$ cat src/rtl/sexpr_completeness_scanner_core_macros.svh
// assertion helpers for the scanner core rtl
`ifndef SEXPR_COMPLETENESS_SCANNER_CORE_MACROS_SVH
`define SEXPR_COMPLETENESS_SCANNER_CORE_MACROS_SVH

// clocked check, held off while reset is low
`define SCS_ASSERT_CLK(label, prop, msg) \
  label: assert property (@(posedge clk) disable iff (!rst_n) prop) else $error(msg);

// clocked check that also holds during reset
`define SCS_ASSERT_ALWAYS(label, prop, msg) \
  label: assert property (@(posedge clk) prop) else $error(msg);

`endif

$ cat src/rtl/scs_pkg.sv
package scs_pkg;

  localparam int OUT_LINE_W = 24;
  localparam int OUT_COL_W  = 16;
  localparam int PREFIX_W   = 8;

  typedef enum logic [3:0] {
    LX_NORMAL     = 4'd0,
    LX_STRING     = 4'd1,
    LX_ESCAPE     = 4'd2,
    LX_COMMENT    = 4'd3,
    LX_HASH       = 4'd4,
    LX_COMMA      = 4'd5,
    LX_CHAR       = 4'd6,
    LX_ATOM       = 4'd7,
    LX_ERR_CLOSE  = 4'd8,
    LX_ERR_PREFIX = 4'd9,
    LX_ERR_DEPTH  = 4'd10
  } lex_state_t;

  typedef enum logic [2:0] {
    ST_COMPLETE     = 3'd0,
    ST_INCOMPLETE   = 3'd1,
    ST_UNEXP_CLOSE  = 3'd2,
    ST_PREFIX_CLOSE = 3'd3,
    ST_NEST_OVF     = 3'd4
  } status_t;

  typedef enum logic [1:0] {
    D_HOLD = 2'd0,
    D_INC  = 2'd1,
    D_DEC  = 2'd2
  } depth_op_t;

  typedef enum logic [1:0] {
    P_HOLD = 2'd0,
    P_INC  = 2'd1,
    P_CLR  = 2'd2,
    P_ONE  = 2'd3
  } prefix_op_t;

  // counter summaries fed to the byte decoder
  typedef struct packed {
    logic depth_zero;
    logic depth_full;
    logic prefix_zero;
  } scs_flags_t;

  // decoded action for one beat
  typedef struct packed {
    lex_state_t lex_nxt;
    logic       emit;
    status_t    status;
    depth_op_t  depth_op;
    prefix_op_t prefix_op;
    logic       advance;
    logic       clear;
  } scs_ctrl_t;

  localparam logic [7:0] CH_NUL    = 8'h00;
  localparam logic [7:0] CH_TAB    = 8'h09;
  localparam logic [7:0] CH_NL     = 8'h0A;
  localparam logic [7:0] CH_VT     = 8'h0B;
  localparam logic [7:0] CH_FF     = 8'h0C;
  localparam logic [7:0] CH_CR     = 8'h0D;
  localparam logic [7:0] CH_SPACE  = 8'h20;
  localparam logic [7:0] CH_DQUOTE = 8'h22;
  localparam logic [7:0] CH_HASH   = 8'h23;
  localparam logic [7:0] CH_QUOTE  = 8'h27;
  localparam logic [7:0] CH_LPAREN = 8'h28;
  localparam logic [7:0] CH_RPAREN = 8'h29;
  localparam logic [7:0] CH_COMMA  = 8'h2C;
  localparam logic [7:0] CH_SEMI   = 8'h3B;
  localparam logic [7:0] CH_AT     = 8'h40;
  localparam logic [7:0] CH_BSLASH = 8'h5C;
  localparam logic [7:0] CH_BQUOTE = 8'h60;

endpackage

$ cat src/rtl/sexpr_completeness_scanner_core.sv
// Lisp source completeness scanner. Feed the text one byte per beat with
// in_mode low, then one beat with in_mode high to mark the end of text. A
// byte beat returns a result only when it hits an error (stray close paren,
// close paren after a pending reader prefix, or nesting past the depth
// limit), and the scanner then holds that error until the end beat. The
// end beat always returns complete, incomplete or the held error, and
// resets the scanner for the next text. Error results carry the 1-based
// line and column of the offending byte; line and column saturate.
// Throughput is one beat per cycle while in_stall is low, with the lexer state
// and the depth, prefix and position counters all updated together on each
// step; an accepted beat sits in the input register, then its result lands in
// the result register, which drives the output. in_stall rises only
// while a decoded beat cannot move on because an earlier result is still
// held by out_stall.
module sexpr_completeness_scanner_core #(
  parameter int DEPTH_BITS  = 16,
  parameter int LINE_BITS   = 24,
  parameter int COLUMN_BITS = 16
) (
  input  logic        clk,
  input  logic        rst_n,
  input  logic        in_valid,
  output logic        in_stall,
  input  logic        in_mode,
  input  logic [7:0]  in_byte_value,
  output logic        out_valid,
  input  logic        out_stall,
  output logic [2:0]  out_status,
  output logic [23:0] out_error_line,
  output logic [15:0] out_error_column
);

  // input register
  logic       pipe_valid_r;
  logic       pipe_mode_r;
  logic [7:0] pipe_byte_r;

  // scanner state
  scs_pkg::lex_state_t            lex_r;
  logic [DEPTH_BITS-1:0]          depth_r;
  logic [scs_pkg::PREFIX_W-1:0]   prefix_r;
  logic [LINE_BITS-1:0]           line_r;
  logic [COLUMN_BITS-1:0]         col_r;

  // result register
  logic                           out_valid_r;
  scs_pkg::status_t               out_status_r;
  logic [scs_pkg::OUT_LINE_W-1:0] out_line_r;
  logic [scs_pkg::OUT_COL_W-1:0]  out_col_r;

  scs_pkg::scs_flags_t flags;
  scs_pkg::scs_ctrl_t  ctrl;
  logic                step_en;
  logic                in_take;
  logic [31:0]         line_ext;
  logic [31:0]         col_ext;

  // the held beat moves on whenever the result slot is free or draining
  assign step_en  = pipe_valid_r && (!out_valid_r || !out_stall);
  assign in_stall = pipe_valid_r && !step_en;
  assign in_take  = in_valid && !in_stall;

  assign flags.depth_zero  = (depth_r == '0);
  assign flags.depth_full  = (&depth_r);
  assign flags.prefix_zero = (prefix_r == '0);

  scs_step u_step (
    .lex_i   (lex_r),
    .mode_i  (pipe_mode_r),
    .byte_i  (pipe_byte_r),
    .flags_i (flags),
    .ctrl_o  (ctrl)
  );

  // position goes out as its low bits, zero-filled when the counter is narrow
  assign line_ext = 32'(line_r);
  assign col_ext  = 32'(col_r);

  // input register: loads on every accepted beat
  always_ff @(posedge clk) begin
    if (!rst_n) begin
      pipe_valid_r <= 1'b0;
    end else if (in_take) begin
      pipe_valid_r <= 1'b1;
    end else if (step_en) begin
      pipe_valid_r <= 1'b0;
    end
  end

  always_ff @(posedge clk) begin
    if (in_take) begin
      pipe_mode_r <= in_mode;
      pipe_byte_r <= in_byte_value;
    end
  end

  // scanner state update
  always_ff @(posedge clk) begin
    if (!rst_n) begin
      lex_r    <= scs_pkg::LX_NORMAL;
      depth_r  <= '0;
      prefix_r <= '0;
      line_r   <= LINE_BITS'(1);
      col_r    <= COLUMN_BITS'(1);
    end else if (step_en) begin
      lex_r <= ctrl.lex_nxt;
      if (ctrl.clear) begin
        // end of text: back to the start for the next text
        depth_r  <= '0;
        prefix_r <= '0;
        line_r   <= LINE_BITS'(1);
        col_r    <= COLUMN_BITS'(1);
      end else begin
        unique case (ctrl.depth_op)
          scs_pkg::D_INC: depth_r <= depth_r + DEPTH_BITS'(1);
          scs_pkg::D_DEC: depth_r <= depth_r - DEPTH_BITS'(1);
          default:        depth_r <= depth_r;
        endcase
        unique case (ctrl.prefix_op)
          scs_pkg::P_INC: begin
            // prefix count saturates
            if (!(&prefix_r)) prefix_r <= prefix_r + scs_pkg::PREFIX_W'(1);
          end
          scs_pkg::P_CLR:  prefix_r <= '0;
          scs_pkg::P_ONE:  prefix_r <= scs_pkg::PREFIX_W'(1);
          default:         prefix_r <= prefix_r;
        endcase
        if (ctrl.advance) begin
          if (pipe_byte_r == scs_pkg::CH_NL) begin
            if (!(&line_r)) line_r <= line_r + LINE_BITS'(1);
            col_r <= COLUMN_BITS'(1);
          end else if (!(&col_r)) begin
            col_r <= col_r + COLUMN_BITS'(1);
          end
        end
      end
    end
  end

  // result register: a new result only lands when the slot is free or draining
  always_ff @(posedge clk) begin
    if (!rst_n) begin
      out_valid_r <= 1'b0;
    end else if (step_en && ctrl.emit) begin
      out_valid_r <= 1'b1;
    end else if (!out_stall) begin
      out_valid_r <= 1'b0;
    end
  end

  always_ff @(posedge clk) begin
    if (step_en && ctrl.emit) begin
      out_status_r <= ctrl.status;
      if (ctrl.status == scs_pkg::ST_COMPLETE || ctrl.status == scs_pkg::ST_INCOMPLETE) begin
        out_line_r <= '0;
        out_col_r  <= '0;
      end else begin
        out_line_r <= line_ext[scs_pkg::OUT_LINE_W-1:0];
        out_col_r  <= col_ext[scs_pkg::OUT_COL_W-1:0];
      end
    end
  end

  assign out_valid        = out_valid_r;
  assign out_status       = out_status_r;
  assign out_error_line   = out_line_r;
  assign out_error_column = out_col_r;

`include "sexpr_completeness_scanner_core_macros.svh"

  // once an error is latched, byte beats leave the scanner untouched
  `SCS_ASSERT_CLK(a_err_frozen,
    (step_en && !pipe_mode_r && (lex_r == scs_pkg::LX_ERR_CLOSE ||
      lex_r == scs_pkg::LX_ERR_PREFIX || lex_r == scs_pkg::LX_ERR_DEPTH)) |=>
    (lex_r == $past(lex_r) && line_r == $past(line_r) && col_r == $past(col_r) &&
      !out_valid_r),
    "byte beat changed a frozen error")

  // the end beat returns the scanner to its start state and posts a result
  `SCS_ASSERT_CLK(a_end_clears,
    (step_en && pipe_mode_r) |=>
    (out_valid_r && lex_r == scs_pkg::LX_NORMAL && depth_r == '0 && prefix_r == '0 &&
      line_r == LINE_BITS'(1) && col_r == COLUMN_BITS'(1)),
    "end beat did not reset the scanner")

  // a held result is never overwritten by the next step
  `SCS_ASSERT_ALWAYS(a_no_overwrite,
    (out_valid_r && out_stall) |-> !step_en,
    "result register overwritten while stalled")

endmodule

$ cat src/rtl/scs_step.sv
module scs_step (
  input  scs_pkg::lex_state_t lex_i,
  input  logic                mode_i,
  input  logic [7:0]          byte_i,
  input  scs_pkg::scs_flags_t flags_i,
  output scs_pkg::scs_ctrl_t  ctrl_o
);

  function automatic logic is_space(input logic [7:0] b);
    return b == scs_pkg::CH_SPACE || b == scs_pkg::CH_TAB || b == scs_pkg::CH_NL ||
           b == scs_pkg::CH_VT || b == scs_pkg::CH_FF || b == scs_pkg::CH_CR;
  endfunction

  function automatic logic is_delim(input logic [7:0] b);
    return b == scs_pkg::CH_NUL || is_space(b) || b == scs_pkg::CH_LPAREN ||
           b == scs_pkg::CH_RPAREN || b == scs_pkg::CH_SEMI || b == scs_pkg::CH_QUOTE ||
           b == scs_pkg::CH_DQUOTE || b == scs_pkg::CH_BQUOTE || b == scs_pkg::CH_COMMA;
  endfunction

  logic delim;
  logic from_hash;
  logic pz_eff;
  logic use_norm;
  logic is_err;
  scs_pkg::lex_state_t lex_nxt;

  assign delim     = is_delim(byte_i);
  assign from_hash = (lex_i == scs_pkg::LX_HASH);
  // a hash that falls through drops its prefixes before the byte is rescanned
  assign pz_eff    = flags_i.prefix_zero || from_hash;
  assign is_err    = (lex_i == scs_pkg::LX_ERR_CLOSE) || (lex_i == scs_pkg::LX_ERR_PREFIX) ||
                     (lex_i == scs_pkg::LX_ERR_DEPTH);
  // bytes that go through the top-level reader dispatch
  assign use_norm  = (lex_i == scs_pkg::LX_NORMAL) ||
                     (from_hash && delim && byte_i != scs_pkg::CH_QUOTE) ||
                     (lex_i == scs_pkg::LX_COMMA && byte_i != scs_pkg::CH_AT) ||
                     (lex_i == scs_pkg::LX_ATOM && delim);

  // next lexer state
  always_comb begin
    lex_nxt = lex_i;
    if (mode_i) begin
      lex_nxt = scs_pkg::LX_NORMAL;
    end else if (use_norm) begin
      priority if (byte_i == scs_pkg::CH_NUL || is_space(byte_i)) begin
        lex_nxt = scs_pkg::LX_NORMAL;
      end else if (byte_i == scs_pkg::CH_SEMI) begin
        lex_nxt = scs_pkg::LX_COMMENT;
      end else if (byte_i == scs_pkg::CH_RPAREN) begin
        if (!pz_eff) begin
          lex_nxt = scs_pkg::LX_ERR_PREFIX;
        end else if (flags_i.depth_zero) begin
          lex_nxt = scs_pkg::LX_ERR_CLOSE;
        end else begin
          lex_nxt = scs_pkg::LX_NORMAL;
        end
      end else if (byte_i == scs_pkg::CH_QUOTE || byte_i == scs_pkg::CH_BQUOTE) begin
        lex_nxt = scs_pkg::LX_NORMAL;
      end else if (byte_i == scs_pkg::CH_COMMA) begin
        lex_nxt = scs_pkg::LX_COMMA;
      end else if (byte_i == scs_pkg::CH_HASH) begin
        lex_nxt = scs_pkg::LX_HASH;
      end else if (byte_i == scs_pkg::CH_LPAREN) begin
        lex_nxt = flags_i.depth_full ? scs_pkg::LX_ERR_DEPTH : scs_pkg::LX_NORMAL;
      end else if (byte_i == scs_pkg::CH_DQUOTE) begin
        lex_nxt = scs_pkg::LX_STRING;
      end else begin
        lex_nxt = scs_pkg::LX_ATOM;
      end
    end else begin
      unique case (lex_i)
        scs_pkg::LX_STRING: begin
          if (byte_i == scs_pkg::CH_BSLASH) begin
            lex_nxt = scs_pkg::LX_ESCAPE;
          end else if (byte_i == scs_pkg::CH_DQUOTE) begin
            lex_nxt = scs_pkg::LX_NORMAL;
          end
        end
        scs_pkg::LX_ESCAPE: lex_nxt = scs_pkg::LX_STRING;
        scs_pkg::LX_COMMENT: begin
          if (byte_i == scs_pkg::CH_NL) lex_nxt = scs_pkg::LX_NORMAL;
        end
        scs_pkg::LX_HASH: begin
          if (byte_i == scs_pkg::CH_QUOTE) begin
            lex_nxt = scs_pkg::LX_NORMAL;
          end else if (byte_i == scs_pkg::CH_BSLASH) begin
            lex_nxt = scs_pkg::LX_CHAR;
          end else begin
            lex_nxt = scs_pkg::LX_ATOM;
          end
        end
        // only comma-at lands here
        scs_pkg::LX_COMMA: lex_nxt = scs_pkg::LX_NORMAL;
        scs_pkg::LX_CHAR: lex_nxt = delim ? scs_pkg::LX_NORMAL : scs_pkg::LX_ATOM;
        default: lex_nxt = lex_i;
      endcase
    end
  end

  // counter actions and result
  always_comb begin
    scs_pkg::prefix_op_t pop_base;
    pop_base           = scs_pkg::P_HOLD;
    ctrl_o.lex_nxt     = lex_nxt;
    ctrl_o.emit        = 1'b0;
    ctrl_o.status      = scs_pkg::ST_COMPLETE;
    ctrl_o.depth_op    = scs_pkg::D_HOLD;
    ctrl_o.prefix_op   = scs_pkg::P_HOLD;
    ctrl_o.advance     = 1'b0;
    ctrl_o.clear       = 1'b0;
    if (mode_i) begin
      ctrl_o.emit  = 1'b1;
      ctrl_o.clear = 1'b1;
      if (lex_i == scs_pkg::LX_ERR_CLOSE) begin
        ctrl_o.status = scs_pkg::ST_UNEXP_CLOSE;
      end else if (lex_i == scs_pkg::LX_ERR_PREFIX) begin
        ctrl_o.status = scs_pkg::ST_PREFIX_CLOSE;
      end else if (lex_i == scs_pkg::LX_ERR_DEPTH) begin
        ctrl_o.status = scs_pkg::ST_NEST_OVF;
      end else if (lex_i == scs_pkg::LX_STRING || lex_i == scs_pkg::LX_ESCAPE ||
                   lex_i == scs_pkg::LX_CHAR || !flags_i.depth_zero ||
                   (!flags_i.prefix_zero && !from_hash)) begin
        ctrl_o.status = scs_pkg::ST_INCOMPLETE;
      end
    end else if (use_norm) begin
      ctrl_o.advance = 1'b1;
      priority if (byte_i == scs_pkg::CH_NUL || is_space(byte_i) ||
                   byte_i == scs_pkg::CH_SEMI || byte_i == scs_pkg::CH_HASH) begin
        pop_base = scs_pkg::P_HOLD;
      end else if (byte_i == scs_pkg::CH_RPAREN) begin
        if (!pz_eff) begin
          ctrl_o.emit    = 1'b1;
          ctrl_o.status  = scs_pkg::ST_PREFIX_CLOSE;
          ctrl_o.advance = 1'b0;
        end else if (flags_i.depth_zero) begin
          ctrl_o.emit    = 1'b1;
          ctrl_o.status  = scs_pkg::ST_UNEXP_CLOSE;
          ctrl_o.advance = 1'b0;
        end else begin
          ctrl_o.depth_op = scs_pkg::D_DEC;
        end
      end else if (byte_i == scs_pkg::CH_QUOTE || byte_i == scs_pkg::CH_BQUOTE ||
                   byte_i == scs_pkg::CH_COMMA) begin
        pop_base = scs_pkg::P_INC;
      end else if (byte_i == scs_pkg::CH_LPAREN) begin
        pop_base = scs_pkg::P_CLR;
        if (flags_i.depth_full) begin
          ctrl_o.emit    = 1'b1;
          ctrl_o.status  = scs_pkg::ST_NEST_OVF;
          ctrl_o.advance = 1'b0;
        end else begin
          ctrl_o.depth_op = scs_pkg::D_INC;
        end
      end else begin
        pop_base = scs_pkg::P_CLR;
      end
      if (from_hash) begin
        unique case (pop_base)
          scs_pkg::P_HOLD: ctrl_o.prefix_op = scs_pkg::P_CLR;
          scs_pkg::P_INC:  ctrl_o.prefix_op = scs_pkg::P_ONE;
          default:         ctrl_o.prefix_op = pop_base;
        endcase
      end else begin
        ctrl_o.prefix_op = pop_base;
      end
    end else if (!is_err) begin
      ctrl_o.advance = 1'b1;
      if (from_hash) begin
        ctrl_o.prefix_op = (byte_i == scs_pkg::CH_QUOTE) ? scs_pkg::P_INC : scs_pkg::P_CLR;
      end
    end
  end

endmodule

$ cat config.mk
export PLATFORM = sky130hd
export DESIGN_NAME = sexpr_completeness_scanner_core
export DESIGN_NICKNAME = d
export VERILOG_FILES = /design/src/rtl/scs_pkg.sv /design/src/rtl/sexpr_completeness_scanner_core.sv /design/src/rtl/scs_step.sv
export VERILOG_INCLUDE_DIRS = /design/src /design/src/rtl
export SDC_FILE = /design/constraint.sdc
export NUM_CORES = 1
export LEC_CHECK = 0
export ABC_AREA = 1
export BUFFER_PORTS_ARGS = -buffer_cell sky130_fd_sc_hd__buf_2
export CELL_PAD_IN_SITES_DETAIL_PLACEMENT = 0
export CELL_PAD_IN_SITES_GLOBAL_PLACEMENT = 1
export CORE_MARGIN = 2
export CORE_UTILIZATION = 27
export CTS_CLUSTER_SIZE = 40
export DETAILED_ROUTE_END_ITERATION = 6
export MAX_ROUTING_LAYER = met4
export PLACE_DENSITY = 0.58
export SLEW_MARGIN = 0
export SYNTH_ARGS = -nofsm -noshare
export SYNTH_HDL_FRONTEND = slang
export SYNTH_SLANG_ARGS = --single-unit
$ cat constraint.sdc
create_clock -name clk -period 6.7 [get_ports clk]
set_input_delay 0.67 -clock clk [delete_from_list [all_inputs] [get_ports clk]]
set_output_delay 0.67 -clock clk [all_outputs]
set_load 0.02 [all_outputs]
# After elaboration in Yosys (flattened, before gate mapping)
# Index checks and enable logic that the tools add are counted.
[classes]
add_sub_neg = 5
n_eq_ne = 40
mux = 73
n_reduce_logical = 66
[ops]
columns = ["operator", "n"]
rows = [
  ["$mux W24", 4],
  ["$mux W16", 5],
  ["$mux W4", 20],
  ["$eq A8 B6 Y1 const B", 8],
  ["$eq A8 B4 Y1 const B", 5],
  ["$add A16 B1 Y16 const B", 2],
  ["$pmux W16 S2", 1],
  ["$reduce_and A16 Y1", 2],
  ["$mux W6", 5],
  ["$logic_or A1 B1 Y1", 29],
  ["$add A24 B1 Y24 const B", 1],
  ["$pmux W4 S6", 1],
  ["$pmux W8 S3", 1],
  ["$reduce_and A24 Y1", 1],
  ["$mux W3", 7],
  ["$mux W2", 10],
  ["$eq A4 B3 Y1 const B", 4],
  ["$eq A8 B7 Y1 const B", 2],
  ["$logic_not A16 Y1", 1],
  ["$logic_not A8 Y1", 2],
  ["$mux W8", 2],
  ["$sub A16 B1 Y16 const B", 1],
  ["$mux W1", 15],
  ["$eq A4 B4 Y1 const B", 3],
  ["28 further kinds", 52],
]
[word_totals]
reg_bits = 122
output_inout_bits = 45

# Depth between registers and ports, before layout
[logic_depth]
ltp_word = 29
mapped_depth = 24

# By module
# A second synthesis with hierarchy kept.
[hier_totals]
hier_cells = 996
area_unflattened_um2 = 7116.8
[modules_own_cells]
columns = ["mod", "instances", "cells_each", "area_per_inst_um2", "seq_area_each_um2"]
rows = [
  ["sexpr_completeness_scanner_core", 1, 834, 6322.3, 2962.8],
  ["scs_step", 1, 162, 794.5, 0.0],
]

# Worst setup path after synthesis
# OpenSTA, ideal clock, no wires.
[synth_timing]
path_kind = "reg2reg"
from = "reg pipe_byte_r[2]"
to = "reg depth_r[14]"
setup_ps = 132
arrival_ps = 3677
required_ps = 6568
setup_slack_ps = 2890
stages_incl_launch_ff = 24
n_path_buf = 1
cell_sequence = "edfxtp_1 nor2_2 nand2_2 inv_2 nand2_2 nand3_4 nor2_8 nand2_2 nand2_2 nand2_4 buf_2 nand2_1 nor4_2 inv_1 fa_1 inv_1 nand3_1 nand2_1 a21oi_1 o21ai_0 a21oi_1 xor2_1 nand2_1 a21oi_1"
[synth_via]
elab_chain_len = 24
elab_cells_between_ends = 53
[synth_rtl]
columns = ["element", "line", "source"]
rows = [
  ["start, declared", "sexpr_completeness_scanner_core.sv:36", "logic [7:0] pipe_byte_r;"],
  ["start signal, assigned", "sexpr_completeness_scanner_core.sv:93", "pipe_byte_r <= in_byte_value;"],
  ["$eq A8 B6 Y1 / $eq A8 B4 Y1 (equally long branches)", "scs_step.sv:10", "return b == scs_pkg::CH_SPACE || b == scs_pkg::CH_TAB || b == scs_pkg::CH_NL ||"],
  ["$logic_or A1 B1 Y1 (3 in series)", "scs_step.sv:10", ""],
  ["$logic_or A1 B1 Y1 (2 in series)", "scs_step.sv:11", "b == scs_pkg::CH_VT || b == scs_pkg::CH_FF || b == scs_pkg::CH_CR;"],
  ["$logic_or A1 B1 Y1", "scs_step.sv:15, scs_step.sv:127", ""],
  ["$logic_or A1 B1 Y1 (2 in series)", "scs_step.sv:15", "return b == scs_pkg::CH_NUL || is_space(b) || b == scs_pkg::CH_LPAREN ||"],
  ["$logic_or A1 B1 Y1 (3 in series)", "scs_step.sv:16", "b == scs_pkg::CH_RPAREN || b == scs_pkg::CH_SEMI || b == scs_pkg::CH_QUOTE ||"],
  ["$logic_or A1 B1 Y1 (2 in series)", "scs_step.sv:17", "b == scs_pkg::CH_DQUOTE || b == scs_pkg::CH_BQUOTE || b == scs_pkg::CH_COMMA;"],
  ["$logic_and A1 B1 Y1 (2 in series)", "scs_step.sv:35", "(from_hash && delim && byte_i != scs_pkg::CH_QUOTE) ||"],
  ["$logic_or A1 B1 Y1", "scs_step.sv:34", "assign use_norm = (lex_i == scs_pkg::LX_NORMAL) ||"],
  ["$logic_or A1 B1 Y1", "scs_step.sv:35", ""],
  ["$logic_or A1 B1 Y1", "scs_step.sv:36", "(lex_i == scs_pkg::LX_COMMA && byte_i != scs_pkg::CH_AT) ||"],
  ["$mux W6 (*)", "scs_step.sv:125", "end else if (use_norm) begin"],
  ["$mux W5 (*)", "scs_step.sv:111", "if (mode_i) begin"],
  ["$eq A2 B2 Y1 / $eq A2 B1 Y1 (equally long branches)", "sexpr_completeness_scanner_core.sv:114", "unique case (ctrl.depth_op)"],
  ["$pmux W16 S2 / $reduce_bool A3 Y1 (equally long branches)", "--", ""],
  ["$mux W16 / $reduce_and A2 Y1 (equally long branches)", "--", ""],
  ["end signal, assigned", "sexpr_completeness_scanner_core.sv:115", "scs_pkg::D_INC: depth_r <= depth_r + DEPTH_BITS'(1);"],
  ["end signal, assigned", "sexpr_completeness_scanner_core.sv:116", "scs_pkg::D_DEC: depth_r <= depth_r - DEPTH_BITS'(1);"],
  ["end signal, assigned", "sexpr_completeness_scanner_core.sv:117", "default: depth_r <= depth_r;"],
  ["end, declared", "sexpr_completeness_scanner_core.sv:40", "logic [DEPTH_BITS-1:0] depth_r;"],
]
# Every way passes the cells marked *; elsewhere a longest branch is shown, timed or not.
# A chain may end at the register's enable or synchronous reset.

# Worst setup path after layout
[layout_timing]
from = "reg pipe_byte_r[0]"
to = "reg depth_r[14]"
# The elaborated chain is that of the path after synthesis.

==> results.sh <==
export IMPL_total_power_mw=1.906
export IMPL_detail_route_antenna_nets=0
export IMPL_num_rows=61
export IMPL_initial_utilization=0.2757
export IMPL_synth_edf_count=52
export IMPL_final_layout_size_suffix_gt1_frac=0.1337
export IMPL_maxCapViolations=0
export IMPL_min_path_cells=1
export IMPL_vias=6863
export IMPL_htreeDepth=4
export IMPL_skew_ns=0.009158
export IMPL_area_growth_pct=14.91
export IMPL_netlist_area_um2=7702
export IMPL_fill_cells=3054
export IMPL_r2r_start="pipe_byte_r[0]"
export IMPL_die_w_um=172.9
export IMPL_cts_path_max_buffers=2
export IMPL_clk_latency_ns=0.43
export IMPL_setup_viol=0
export IMPL_die_h_um=172.9
export IMPL_gp_congestion=0.8270
export IMPL_final_nets=1129
export IMPL_place_port_buffers=57
export IMPL_avgRoutedWirePerCell_um=14.35
export IMPL_hp_start="in_byte_value[7]"
export IMPL_clock_sinks=122
export IMPL_synthArstFlopShare=0
export IMPL_path_cells="inv_2 > nand2_1 > nor2_1 > nand2_1 > nand3_2 > nor2_2 > nand2_2 > nand2_2 > nand2_4 > nand2_1 > nor4_2 > buf_4 > inv_1 > fa_1 > inv_1 > nand3_1 > nand2_1 > a21oi_1 > o21ai_0 > a21oi_1 > xor2_1 > nand2_1 > a21oi_1"
export IMPL_grt_first_pass_wirelength_mm=35.29
export IMPL_hold_buffers=0
export IMPL_drt_wl_total_mm=21.31
export IMPL_grt_start_max_net_pins=48
export IMPL_ys_flop_type="dfxtp_1"
export IMPL_critical_path_slowest_cell="edfxtp_1"
export IMPL_dr_pass1_iters=5
export IMPL_status="completed"
export IMPL_pwr_density_cell_nw_per_um2=215.3
export IMPL_track_usage=0.1502
export IMPL_worstSetupPathType="flip-flop to flip-flop"
export IMPL_setup_tns_ns=0
export IMPL_dp_hpwl_mm=15.07
export IMPL_cts_root_buffer="clkbuf_16"
export IMPL_max_vdd_ir_drop_mv=0.1747
export IMPL_cts_setup_buffers=0
export IMPL_core_um2=27930
export IMPL_yosysWarnings=0
export IMPL_slew_headroom=0.3590
export IMPL_cts_tree="built"
export IMPL_worstSetupStartpointType="flip-flop"
export IMPL_leakage_nw=3.716
export IMPL_ctsResizeCount=0
export IMPL_synth_yosys_seq_area_share=0.3847
export IMPL_required_ns=6.99
export IMPL_clkTransAtPathRegs_ns=0.06
export IMPL_diodes=0
export IMPL_drc=0
export IMPL_die_area_um2=29890
export IMPL_ff2ff_path_depth=23
export IMPL_worst_path_max_fanout=18
export IMPL_reg2reg_slack_ns=3.06
export IMPL_grt_pass1_vias=6680
export IMPL_synth_area_top_cells="edfxtp_1 20%, dfxtp_1 18%, nand2_1 12%, inv_1 6.4%, nor2_1 5.6%"
export IMPL_syn_num_nets=1083
export IMPL_arrival_ns=3.93
export IMPL_cts_buffers=17
export IMPL_synthCells=1048
export IMPL_synth_top_area_frac=0.2027
export IMPL_drtIter0Drc=403
export IMPL_hold_viol=0
export IMPL_grt_overflow_total=0
export IMPL_fin_crit_sh=0.5434
export IMPL_avgSynthCellArea_um2=7.350
export IMPL_netlist_cell_type_count=53
export IMPL_cpMostUsedCell="nand2_1"
export IMPL_hold_end="pipe_byte_r[7]"
export IMPL_yosysMostFrequentCell="nand2_1"
export IMPL_rr_endpoint="depth_r[14]"
export IMPL_synth_seq_cells=122
export IMPL_yosys_area_top_type="edfxtp_1"
export IMPL_critPathCaptureType="flip-flop"
export IMPL_timing_fmax_mhz=274.6
export IMPL_rsz0062_at_grt="false"
export IMPL_pin_count=58
export IMPL_cpPeakStageDelay_ns=0.47
export IMPL_worstMarginPinSlew_ns=0.9605
export IMPL_hold_class="input pin to flip-flop"
export IMPL_antenna_found_initial=0
export IMPL_fin_crit_ns=3.641
export IMPL_via_per_inst=4.622
export IMPL_utilization=0.3169
export IMPL_ys_top_cells_by_count="249 x nand2_1, 132 x inv_1, 114 x nor2_1"
export IMPL_slew_viol_final=0
==> logic make-up after synthesis <==
| family | after synthesis | synth area share |
|---|---|---|
| buffers and inverters | 176 | 0.09909 |
| flip-flops | 122 | 0.3847 |
| AND/OR/NAND/NOR | 576 | 0.3554 |
| XOR/XNOR | 32 | 0.03639 |
| AO/OA/AOI/OAI | 120 | 0.08772 |
| adder cells (fa/ha/maj) | 22 | 0.03671 |
==> per-layer routing <==
layer	part of all wire	GRT usage	up-vias
met4	0.020	0.05332	0
met1	0.49	0.1918	3168
li1	-	-	3583
met5	0	-	-
met2	0.47	0.2435	86
met3	0.020	0.02045	26
==> cells in the final DEF, fill, tap and decap left out, drive strengths merged, types with 2 or more instances in the layout <==
cell type / count
a21o: 3
nand3: 76
or2: 4
edfxtp: 52
xnor2: 4
nand4: 63
o21bai: 2
xor2: 28
clkbuf: 20
nor2: 121
a31oi: 4
o21ai: 22
buf: 64
inv: 139
ha: 21
o211ai: 2
bufinv: 2
a211oi: 2
a21oi: 79
dfxtp: 70
clkinvlp: 3
nand2: 260
nor3: 34
nor3b: 5
clkinv: 7
nor4: 11
==> per-stage QoR <==
stage | hold slack [ns] | instances | area [um^2] | worst slack [ns]
finish | 0.4327 | 1485 | 8851 | 3.059
global route | 0.4261 | 1485 | 8851 | 2.703
CTS | 0.4290 | 1485 | 8851 | 3.067
detailed placement | 0.4564 | 1453 | 8272 | 3.077
global placement | 0.4568 | 1453 | 8272 | 3.138
floorplan | 0.4345 | 1048 | 7702 | 2.890
==> final cells by class <==
class,instances,area (um^2),share of cell area
well taps,378,473.0,0.05344
repair buffers,64,337.8,0.03817
clock buffers,20,456.7,0.05160
flip-flops and latches,122,2963,0.3347
clock inverters,12,122.6,0.01385
multi-input cells,750,3976,0.4493
inverters,139,521.8,0.05895
==> worst max path at each step <==
stage | startpoint | endpoint
3_5_place_dp | pipe_byte_r[4] | depth_r[14]
2_1_floorplan | pipe_byte_r[2] | depth_r[14]
6_report | pipe_byte_r[0] | depth_r[14]
3_3_place_gp | pipe_byte_r[4] | depth_r[14]
4_1_cts | pipe_byte_r[4] | depth_r[14]
5_1_grt | pipe_byte_r[6] | depth_r[14]
==> worst max-delay path, delay by kind of cell (launching register included) <==
family / cells / cell delay (ns)
adders and majority gates: 1 / 0.36
xor gates and xnor gates: 1 / 0.16
AOI/OAI and AO/OA: 4 / 0.60
DFF: 1 / 0.47
buffers and inverters: 4 / 0.58
and+or+nand+nor: 13 / 1.36
==> report_power, final <==
part	switching, mW	total [mW]	internal [mW]	leakage (nW)
registers	0.0132	0.807	0.794	1.02
logic	0.133	0.178	0.0452	2.42
clock network	0.357	0.921	0.564	0.277
==> state kept, by name, indices dropped and copies added, names as in the netlist <==
signal	cells
out_status	3
col_r	16
lex_r	4
pipe_byte_r	8
pipe_valid_r	1
prefix_r	8
out_error_column	16
out_error_line	24
line_r	24
out_valid	1
pipe_mode_r	1
depth_r	16
No activity file was read; power rests on OpenSTA's default activity.
